**src/hec_pkg.sv**
```systemverilog
// Package for the Hamming single-error-correcting coder.
// Holds widths, the config and result structs, and the position and parity functions.
// No dependencies.
package hec_pkg;

    localparam int unsigned MAX_PARITY     = 6;
    localparam int unsigned DATA_W         = 57;
    localparam int unsigned CODE_W         = 63;
    localparam int unsigned LEN_W          = 6;
    localparam int unsigned MIN_DATA       = 1;
    localparam int unsigned MAX_DATA       = 57;
    localparam int unsigned RESET_DATA_LEN = 4;

    typedef enum logic {
        OP_ENCODE = 1'b0,
        OP_DECODE = 1'b1
    } t_op;

    // Settings derived from the data length register
    typedef struct packed {
        logic [LEN_W-1:0]  len;   // codeword length in bits
        logic [CODE_W-1:0] mask;  // ones over the valid codeword positions
    } t_cfg;

    // One result item
    typedef struct packed {
        logic [CODE_W-1:0] code_word;
        logic [LEN_W-1:0]  code_length;
        logic [LEN_W-1:0]  syndrome;
        logic              error_found;
        logic [LEN_W-1:0]  error_index;
        logic              uncorrectable;
    } t_result;

    // Place data bits at the positions that are not powers of two (pure wiring)
    function automatic logic [CODE_W-1:0] spread(input logic [DATA_W-1:0] data);
        logic [CODE_W-1:0] w;
        int unsigned       idx;
        w   = '0;
        idx = 0;
        for (int unsigned p = 1; p <= CODE_W; p++) begin
            if ((p & (p - 1)) != 0) begin
                w[p-1] = data[idx];
                idx++;
            end
        end
        return w;
    endfunction

    // Positions (1-based) that parity bit k covers
    function automatic logic [CODE_W-1:0] group_mask(input int unsigned k);
        logic [CODE_W-1:0] m;
        m = '0;
        for (int unsigned p = 1; p <= CODE_W; p++) begin
            m[p-1] = ((p >> k) & 1) != 0;
        end
        return m;
    endfunction

    // Even-parity syndrome: one XOR tree per parity group
    function automatic logic [LEN_W-1:0] syndrome(input logic [CODE_W-1:0] word);
        logic [LEN_W-1:0] s;
        s = '0;
        for (int unsigned k = 0; k < MAX_PARITY; k++) begin
            s[k] = ^(word & group_mask(k));
        end
        return s;
    endfunction

    // Codeword length for a raw register value; out-of-range lengths clamp
    function automatic logic [LEN_W-1:0] code_len(input logic [LEN_W-1:0] raw);
        logic [LEN_W-1:0] nd;
        logic [2:0]       r;
        nd = raw;
        if (nd < LEN_W'(MIN_DATA)) begin
            nd = LEN_W'(MIN_DATA);
        end
        if (nd > LEN_W'(MAX_DATA)) begin
            nd = LEN_W'(MAX_DATA);
        end
        // smallest r with 2**r >= nd + r + 1
        if (nd <= 6'd1) begin
            r = 3'd2;
        end else if (nd <= 6'd4) begin
            r = 3'd3;
        end else if (nd <= 6'd11) begin
            r = 3'd4;
        end else if (nd <= 6'd26) begin
            r = 3'd5;
        end else begin
            r = 3'd6;
        end
        return nd + {3'b000, r};
    endfunction

    // Ones below len
    function automatic logic [CODE_W-1:0] len_mask(input logic [LEN_W-1:0] len);
        logic [CODE_W-1:0] m;
        for (int unsigned b = 0; b < CODE_W; b++) begin
            m[b] = LEN_W'(b) < len;
        end
        return m;
    endfunction

endpackage

```
**src/hamming_encode_correct.sv**
```systemverilog
// Top level of the Hamming single-error-correcting coder.
// Input register, hec_core datapath, result register; hec_cfg holds the data length.
// Depends on hec_pkg, hec_cfg, hec_core.
//
//   channel | direction | handshake                 | payload
//   --------+-----------+---------------------------+--------------------------------------
//   input   | in        | i_in_valid / o_in_stall   | i_op, i_data_bits, i_received_word
//   result  | out       | o_out_valid / i_out_stall | o_code_word .. o_uncorrectable
//   config  | in        | i_cfg_we                  | i_cfg_wdata (data length)
//
// An item passes the input register, then the result register, where its result is valid;
// one item per cycle sustained while the result side does not stall.
// The stage is one pass of XOR trees (syndrome) between input and result registers.
// Reset (synchronous, i_rst_n low) empties both stages and sets data length to 4.
// A stall on the result side holds the result register; the input register
// keeps filling until it too is full, then o_in_stall rises.
module hamming_encode_correct (
    input  logic                        i_clk,
    input  logic                        i_rst_n,
    // config
    input  logic                        i_cfg_we,
    input  logic [hec_pkg::LEN_W-1:0]   i_cfg_wdata,
    // input channel
    input  logic                        i_in_valid,
    output logic                        o_in_stall,
    input  logic                        i_op,
    input  logic [hec_pkg::DATA_W-1:0]  i_data_bits,
    input  logic [hec_pkg::CODE_W-1:0]  i_received_word,
    // result channel
    output logic                        o_out_valid,
    input  logic                        i_out_stall,
    output logic [hec_pkg::CODE_W-1:0]  o_code_word,
    output logic [hec_pkg::LEN_W-1:0]   o_code_length,
    output logic [hec_pkg::LEN_W-1:0]   o_syndrome,
    output logic                        o_error_found,
    output logic [hec_pkg::LEN_W-1:0]   o_error_index,
    output logic                        o_uncorrectable
);

    hec_pkg::t_cfg              w_cfg;
    hec_pkg::t_result           n_res;
    hec_pkg::t_result           r_res;
    logic                       r_v1;
    logic                       r_v2;
    hec_pkg::t_op               r_op;
    logic [hec_pkg::DATA_W-1:0] r_data;
    logic [hec_pkg::CODE_W-1:0] r_recv;
    logic                       w_s2_load;
    logic                       w_s1_load;

    hec_cfg u_cfg (
        .i_clk       (i_clk),
        .i_rst_n     (i_rst_n),
        .i_cfg_we    (i_cfg_we),
        .i_cfg_wdata (i_cfg_wdata),
        .o_cfg       (w_cfg)
    );

    hec_core u_core (
        .i_op            (r_op),
        .i_data_bits     (r_data),
        .i_received_word (r_recv),
        .i_cfg           (w_cfg),
        .o_result        (n_res)
    );

    // Stage advance: each register loads when it is empty or its content moves on
    assign w_s2_load  = !r_v2 || !i_out_stall;
    assign w_s1_load  = !r_v1 || w_s2_load;
    assign o_in_stall = !w_s1_load;

    // Input register
    always_ff @(posedge i_clk) begin
        if (!i_rst_n) begin
            r_v1 <= 1'b0;
        end else if (w_s1_load) begin
            r_v1 <= i_in_valid;
        end
        if (w_s1_load && i_in_valid) begin
            r_op   <= hec_pkg::t_op'(i_op);
            r_data <= i_data_bits;
            r_recv <= i_received_word;
        end
    end

    // Result register
    always_ff @(posedge i_clk) begin
        if (!i_rst_n) begin
            r_v2 <= 1'b0;
        end else if (w_s2_load) begin
            r_v2 <= r_v1;
        end
        if (w_s2_load && r_v1) begin
            r_res <= n_res;
        end
    end

    assign o_out_valid     = r_v2;
    assign o_code_word     = r_res.code_word;
    assign o_code_length   = r_res.code_length;
    assign o_syndrome      = r_res.syndrome;
    assign o_error_found   = r_res.error_found;
    assign o_error_index   = r_res.error_index;
    assign o_uncorrectable = r_res.uncorrectable;

`ifndef SYNTH
    // An uncorrectable word always has a nonzero syndrome
    a_bad_has_error: assert property (@(posedge i_clk) disable iff (!i_rst_n)
        o_out_valid && o_uncorrectable |-> o_error_found)
        else $error("uncorrectable without error_found");

    // No error means nothing flipped and a zero syndrome
    a_clean_result: assert property (@(posedge i_clk) disable iff (!i_rst_n)
        o_out_valid && !o_error_found |-> o_syndrome == '0 && o_error_index == '0)
        else $error("clean result with nonzero syndrome or index");

    // A held input item stays in place until the result stage takes it
    a_stage1_hold: assert property (@(posedge i_clk) disable iff (!i_rst_n)
        r_v1 && !w_s2_load |=> r_v1 && $stable(r_recv) && $stable(r_data))
        else $error("input register lost an item under stall");

    // Input stall only when both stages are full and the result side stalls
    a_stall_cause: assert property (@(posedge i_clk) disable iff (!i_rst_n)
        o_in_stall |-> r_v1 && r_v2 && i_out_stall)
        else $error("input stalled without a full pipeline");

    // Codeword length is never below three bits
    a_len_floor: assert property (@(posedge i_clk) disable iff (!i_rst_n)
        w_cfg.len >= 6'd3)
        else $error("codeword length below minimum");
`endif

endmodule

```
**src/hec_cfg.sv**
```systemverilog
// Data length register for the Hamming coder.
// Turns a written data length into codeword length and position mask.
// Depends on hec_pkg.
module hec_cfg (
    input  logic                        i_clk,
    input  logic                        i_rst_n,
    input  logic                        i_cfg_we,
    input  logic [hec_pkg::LEN_W-1:0]   i_cfg_wdata,
    output hec_pkg::t_cfg               o_cfg
);

    hec_pkg::t_cfg    r_cfg;
    hec_pkg::t_cfg    n_cfg;
    logic [hec_pkg::LEN_W-1:0] w_len;

    // Derive length and mask at write time
    always_comb begin
        w_len      = hec_pkg::code_len(i_cfg_wdata);
        n_cfg.len  = w_len;
        n_cfg.mask = hec_pkg::len_mask(w_len);
    end

    always_ff @(posedge i_clk) begin
        if (!i_rst_n) begin
            r_cfg.len  <= hec_pkg::code_len(hec_pkg::LEN_W'(hec_pkg::RESET_DATA_LEN));
            r_cfg.mask <= hec_pkg::len_mask(
                hec_pkg::code_len(hec_pkg::LEN_W'(hec_pkg::RESET_DATA_LEN)));
        end else if (i_cfg_we) begin
            r_cfg <= n_cfg;
        end
    end

    assign o_cfg = r_cfg;

endmodule

```
**src/hec_core.sv**
```systemverilog
// Encode / check-and-correct datapath of the Hamming coder.
// Combinational: spreads data, builds syndrome, sets parity or flips the named bit or flags it uncorrectable.
// Depends on hec_pkg.
module hec_core (
    input  hec_pkg::t_op                 i_op,
    input  logic [hec_pkg::DATA_W-1:0]   i_data_bits,
    input  logic [hec_pkg::CODE_W-1:0]   i_received_word,
    input  hec_pkg::t_cfg                i_cfg,
    output hec_pkg::t_result             o_result
);

    logic [hec_pkg::CODE_W-1:0] w_word;
    logic [hec_pkg::LEN_W-1:0]  w_syn;
    logic [hec_pkg::CODE_W-1:0] w_par;

    // Word to check: spread data in encode mode, received word otherwise
    always_comb begin
        if (i_op == hec_pkg::OP_ENCODE) begin
            w_word = hec_pkg::spread(i_data_bits) & i_cfg.mask;
        end else begin
            w_word = i_received_word & i_cfg.mask;
        end
        w_syn = hec_pkg::syndrome(w_word);
    end

    // Parity bits land at positions 2**k; unused groups come out zero
    always_comb begin
        w_par = '0;
        for (int unsigned k = 0; k < hec_pkg::MAX_PARITY; k++) begin
            w_par[(1 << k) - 1] = w_syn[k];
        end
    end

    // Result assembly
    always_comb begin
        o_result               = '0;
        o_result.code_length   = i_cfg.len;
        if (i_op == hec_pkg::OP_ENCODE) begin
            o_result.code_word = w_word | w_par;
        end else begin
            o_result.code_word   = w_word;
            o_result.syndrome    = w_syn;
            o_result.error_found = w_syn != '0;
            if (w_syn > i_cfg.len) begin
                o_result.uncorrectable = 1'b1;
            end else if (w_syn != '0) begin
                o_result.error_index = w_syn - hec_pkg::LEN_W'(1);
                o_result.code_word   = w_word ^ (hec_pkg::CODE_W'(1) << (w_syn - 6'd1));
            end
        end
    end

endmodule
```
**config.mk**
```make
export PLATFORM = sky130hd
export DESIGN_NAME = hamming_encode_correct
export DESIGN_NICKNAME = d
export VERILOG_FILES = /design/src/hec_pkg.sv /design/src/hamming_encode_correct.sv /design/src/hec_cfg.sv /design/src/hec_core.sv
export SDC_FILE = /design/constraint.sdc
export NUM_CORES = 1
export LEC_CHECK = 0
export BUFFER_PORTS_ARGS = -buffer_cell sky130_fd_sc_hd__buf_2
export CAP_MARGIN = 30
export CORE_MARGIN = 1.5
export CORE_UTILIZATION = 40
export DETAILED_ROUTE_END_ITERATION = 16
export HOLD_SLACK_MARGIN = 0.06
export SLEW_MARGIN = 0
export SYNTH_ARGS = -nofsm -noshare
export SYNTH_HDL_FRONTEND = slang
export SYNTH_SLANG_ARGS = --single-unit
```
**constraint.sdc**
```tcl
create_clock -name i_clk -period 15.4 [get_ports i_clk]
set_clock_uncertainty 0.15 [all_clocks]
set_input_delay 1.54 -clock i_clk [delete_from_list [all_inputs] [get_ports i_clk]]
set_output_delay 1.54 -clock i_clk [all_outputs]
set_load 0.05 [all_outputs]
```
Word-level counts from Yosys, hierarchy flattened
Cells that the tools add are included.
{ "totals": {"elab_cells": 455, "out_inout_bits": 85, "input_bits": 132, "ff_bits": 275} }
{ "classes": {"n_reduce_logical": 16, "magnitude_cmp": 126, "n_addsub": 57, "mux": 236, "n_shift": 1, "bitwise": 6} }
{ "ops": {"columns": ["operator", "n"], "rows": [
  ["32-bit by 7-bit less-than comparator with 1-bit output, second input constant", 56],
  ["32-bit 2-to-1 mux", 56],
  ["32-bit by 1-bit adder with 32-bit output, second input constant", 55],
  ["63-bit parity", 6],
  ["1-bit binary-select mux with 6-bit select", 56],
  ["63-bit 2-to-1 mux", 4],
  ["6-bit less-than comparator, first input constant", 31],
  ["63-bit bitwise AND", 2],
  ["1-bit 2-to-1 mux", 114],
  ["5-bit by 6-bit less-than comparator with 1-bit output, first input constant", 16],
  ["63-bit by 32-bit bitwise OR with 63-bit output", 1],
  ["1-bit by 6-bit << shifter with 63-bit output, first input constant", 1],
  ["63-bit XOR", 1],
  ["4-bit by 6-bit less-than comparator with 1-bit output, first input constant", 8],
  ["3-bit by 6-bit less-than comparator with 1-bit output, first input constant", 4],
  ["1-bit by 6-bit less-than comparator with 1-bit output, first input constant", 2],
  ["2-bit by 6-bit less-than comparator with 1-bit output, first input constant", 2],
  ["6-bit 2-to-1 mux", 2],
  ["3-bit 2-to-1 mux", 3],
  ["6-bit by 3-bit adder with 6-bit output", 1],
  ["6-bit > comparator", 1],
  ["6-bit > comparator, second input constant", 1],
  ["6-bit by 1-bit less-or-equal comparator with 1-bit output, second input constant", 1],
  ["6-bit by 3-bit less-or-equal comparator with 1-bit output, second input constant", 1],
  ["other kinds (11)", 17]
]} }

Longest topological paths before layout
{ "logic_depth": {"word_depth": 123, "depth_mapped": 26, "depth_no_buf": 19} }

Cells and area by module
From an unflattened synthesis, not the netlist that was laid out.
{ "unflattened": {"hier_cells": 1203, "area_unflattened_um2": 14236.2} }
{ "by_module_without_submodules": {"columns": ["module", "seq_area_each_um2", "area_per_inst_um2", "n_inst", "cells_each"], "rows": [
  ["hamming_encode_correct", 6165.9, 6209.7, 1, 212],
  ["hec_core", 0.0, 4872.2, 1, 619],
  ["hec_cfg", 1361.3, 3154.3, 1, 372]
]} }

Worst setup path after synthesis
OpenSTA, ideal clock, no wires.
{ "synth_path": {"kind": "input to register", "startpoint": "input port i_out_stall", "endpoint": "register r_res (netlist bit o_code_length[0]), enable pin", "path_buffers": 0, "path_stages": 1, "setup_ps": 650, "required_ps": 14600, "slack_ps": 7030, "arrival_ps": 7570, "cell_sequence": "a21boi_0"} }
{ "synth_between": {"elab_chain_cells": 3} }
{ "synth_rtl": {"columns": ["item", "line", "text"], "rows": [
  ["from (decl)", "hamming_encode_correct.sv:31", "input logic i_out_stall,"],
  ["1-bit logical NOT", "hamming_encode_correct.sv:68", "assign w_s2_load = !r_v2 || !i_out_stall;"],
  ["1-bit logical OR", "hamming_encode_correct.sv:68", null],
  ["1-bit logical AND", "hamming_encode_correct.sv:93", "if (w_s2_load && r_v1) begin"],
  ["to (signal assigned)", "hamming_encode_correct.sv:94", "r_res <= n_res;"],
  ["to (decl)", "hamming_encode_correct.sv:42", "hec_pkg::t_result r_res;"]
]} }
Every way passes these cells.
A chain may end at the register's enable or synchronous reset.

==> out/metrics.yaml <==
run_status:
  status: "finished, final reports clean"
timing:
  max_freq_ghz: 0.157
  setup_violations: 0
  report.final.slew_viol_count: 0
  setup_tns_ns: 0
  timing.hold.ws_ns: 0.279
  finalHoldViolCount: 0
  rsz0062_at_grt: "no"
  tightest_slew_ns: 0.949
  finalCriticalPeriod_ns: 6.36
  slew_headroom_pct: 34.9
  finalCritPeriodShare_pct: 41.3
global_routing:
  grt_pass1_vias: 8695
  grt_max_degree: 81
  grt_pass1_wl_microns: 52500
  antenna_found_initial: 0
  grt-ovfl-total: 0
  grt_use_total_pct: 20.7
finish:
  syn2layout_area_growth_pct: 19.1
  fin_nets: 1449
  num_antenna_cells: 0
  fillers: 3008
  final_cells: 1767
  drive_gt1_share_pct: 28.8
synthesis:
  netlist.area_leader.share_pct: 46.2
  yosysUniqueCellTypes: 79
  ys_warn_count: 0
  synth-main-ff-cell: "edfxtp_1"
  synth_common_cells: "edfxtp_1, nand2_1, nor2_1"
  async_reset_ff_share_pct: 0
  synthTopCellsByArea: "edfxtp_1, dfxtp_1, xor2_1, xnor2_1, mux2_2"
  synth_seq_cells: 274
  synth_area_leader_cell: "edfxtp_1"
  seq_area_frac_synth_pct: 56.8
  synth_area_per_cell_sq_um: 12.1
  netlist_instances: 1093
  synth_nets: 1240
  synth_edf_count: 204
  yosysMostFrequentCell: "edfxtp_1"
  syn_area_sq_um: 13200
drt:
  wl_per_cell_microns: 20.1
  finalWirelength_microns: 35500
  dr.pass1.iters: 5
  viasPerCell: 5.16
  drt_iter0_markers: 665
  vias: 9119
  ant_nets: 0
  drc_errors: 0
critical_path:
  end_kind: "flop"
  cp_max_fo: 49
  arrival_ns: 6.58
  rr_endpoint: "o_code_word[32]"
  criticalPathCategory: "reg -> reg"
  crit_path_end: "o_code_word[32]"
  r2r_slack_ns: 9.04
  ff2ff_path_depth: 19
  worstReg2RegStart: "r_op"
  cp-startpoint: "r_op"
  required_ns: 15.61
  crit_path_start_kind: "flop"
cts:
  clock_latency_ns: 0.57
  tritoncts: "built"
  clock-sinks: 274
  cts_root_buf: "clkbuf_16"
  postCtsHoldBufs: 0
  cts.repair.resized: 0
  cts_buffer_depth: 3
  cts_made_buffers: 30
  post_cts_buffers: 0
  cts.reportedPaths.clkPinSlew_ns: 0.06
  h-tree-depth: 1
floorplan:
  die_x_microns: 185
  start_util_pct: 40.7
  die_area_sq_um: 34200
  core-area_sq_um: 32500
  std_cell_rows: 66
  fp.dieH_microns: 185
  boundaryPins: 217
placed_design:
  numPortBuffers: 216
  gp_congestion: 0.881
  dp.cells: 1711
  dp_hpwl_microns: 26800
pwr:
  p_leak_nw: 5.99
  powerDensity_nw_per_um2: 182
  ir_drop_v: 0.000186
hold_path:
  holdCritPathClass: "reg -> reg"
job:
  maxCapViolations: 0
[worst min path at each step]
stage / startpoint / to / slack [ns] / cells past startpoint
after global routing: u_cfg.o_cfg[64] / o_code_length[1] / 0.29 / 0
after global placement: u_cfg.o_cfg[64] / o_code_length[1] / 0.27 / 0
after detailed placement: u_cfg.o_cfg[64] / o_code_length[1] / 0.26 / 0
after floorplan: u_cfg.o_cfg[64] / o_code_length[1] / 0.26 / 0
after CTS: u_cfg.o_cfg[64] / o_code_length[1] / 0.28 / 0
final: u_cfg.o_cfg[64] / o_code_length[1] / 0.28 / 0
[kinds of logic after synthesis]
family                   Yosys count  share of synthesized area (%)
AO/OA/AOI/OAI                    181                           9.03
XOR/XNOR                         164                           13.1
adder cells (fa/ha/maj)           15                           1.47
buffers and inverters             70                           2.68
flip-flops                       274                           56.8
multiplexers                      60                           5.30
AND/OR/NAND/NOR                  329                           11.6
[flip-flops by register name, indices dropped and copies added (netlist names)]
name and cells:
u_cfg.o_cfg 68, r_v1 1, r_recv 63, r_data 57, o_error_found 1, o_code_length 6
r_op 1, o_code_word 63, o_uncorrectable 1, o_syndrome 6, o_error_index 6, o_out_valid 1
[routing by layer]
layer | routed length [microns] | track usage [%]
met5 | 0 | 0
met4 | 930 | 5.92
met3 | 2560 | 3.13
met2 | 16200 | 32.6
met1 | 15800 | 29.6
[critical path, cell delays in order (launching register included)]
cell	delay, ns
edfxtp_1	0.34
buf_4	0.54
mux2_2	0.43
nand2_1	0.26
xor2_1	0.27
xor2_1	0.24
xnor2_1	0.20
xnor2_1	0.21
xor2_2	0.57
inv_2	0.32
ha_1	0.38
a21o_1	0.16
a21oi_1	0.12
o21ai_0	0.08
o21ai_1	0.34
and2_1	0.37
nand2_1	0.18
nor2_1	0.43
nand3_1	0.18
xor2_1	0.31
[cells in the final DEF, fill, tap and decap left out, types with 7 or more instances in the layout]
cell type	n
nand2_1	112
xor2_1	71
nor2b_1	7
dfxtp_1	70
and2_1	12
mux2_2	39
inv_1	16
nor3_1	9
clkbuf_16	33
xnor2_1	64
xnor3_1	12
a21oi_1	79
ha_1	14
nand2_2	14
buf_2	216
mux2_4	7
and3_1	10
buf_4	8
xnor2_2	13
mux2_1	11
edfxtp_1	204
o21ai_0	27
o211ai_1	14
nand3_1	39
nor2_1	95
[where the power goes]
| part | internal, mW | leakage [nW] | switching (mW) |
|---|---|---|---|
| sequential | 0.874 | 2.53 | 0.0221 |
| clock | 0.427 | 0.501 | 0.300 |
| combinational | 0.362 | 2.96 | 0.885 |
| total | 1.66 | 5.99 | 1.21 |
[stage by stage]
stage	worst slack, ns	util, %	power, mW	instance area, sq um
floorplan	7.03	-	1.84	13200
global placement	9.15	45.1	2.14	14700
detailed placement	9.20	45.2	2.14	14700
CTS	9.13	48.4	2.87	15700
global route	8.64	48.5	3.01	15800
finish	9.04	48.5	2.87	15800
[layout make-up]
type	count	area [sq um]	share of cell area, %
Inverter	21	78.8	0.500
Multi-Input combinational cell	749	5390	34.1
Sequential cell	274	7530	47.7
Timing Repair Buffer	226	1200	7.58
Clock inverter	14	138	0.872
Clock buffer	41	897	5.69
Tap cell	442	553	3.51
Power figures use the tool's default switching activity.
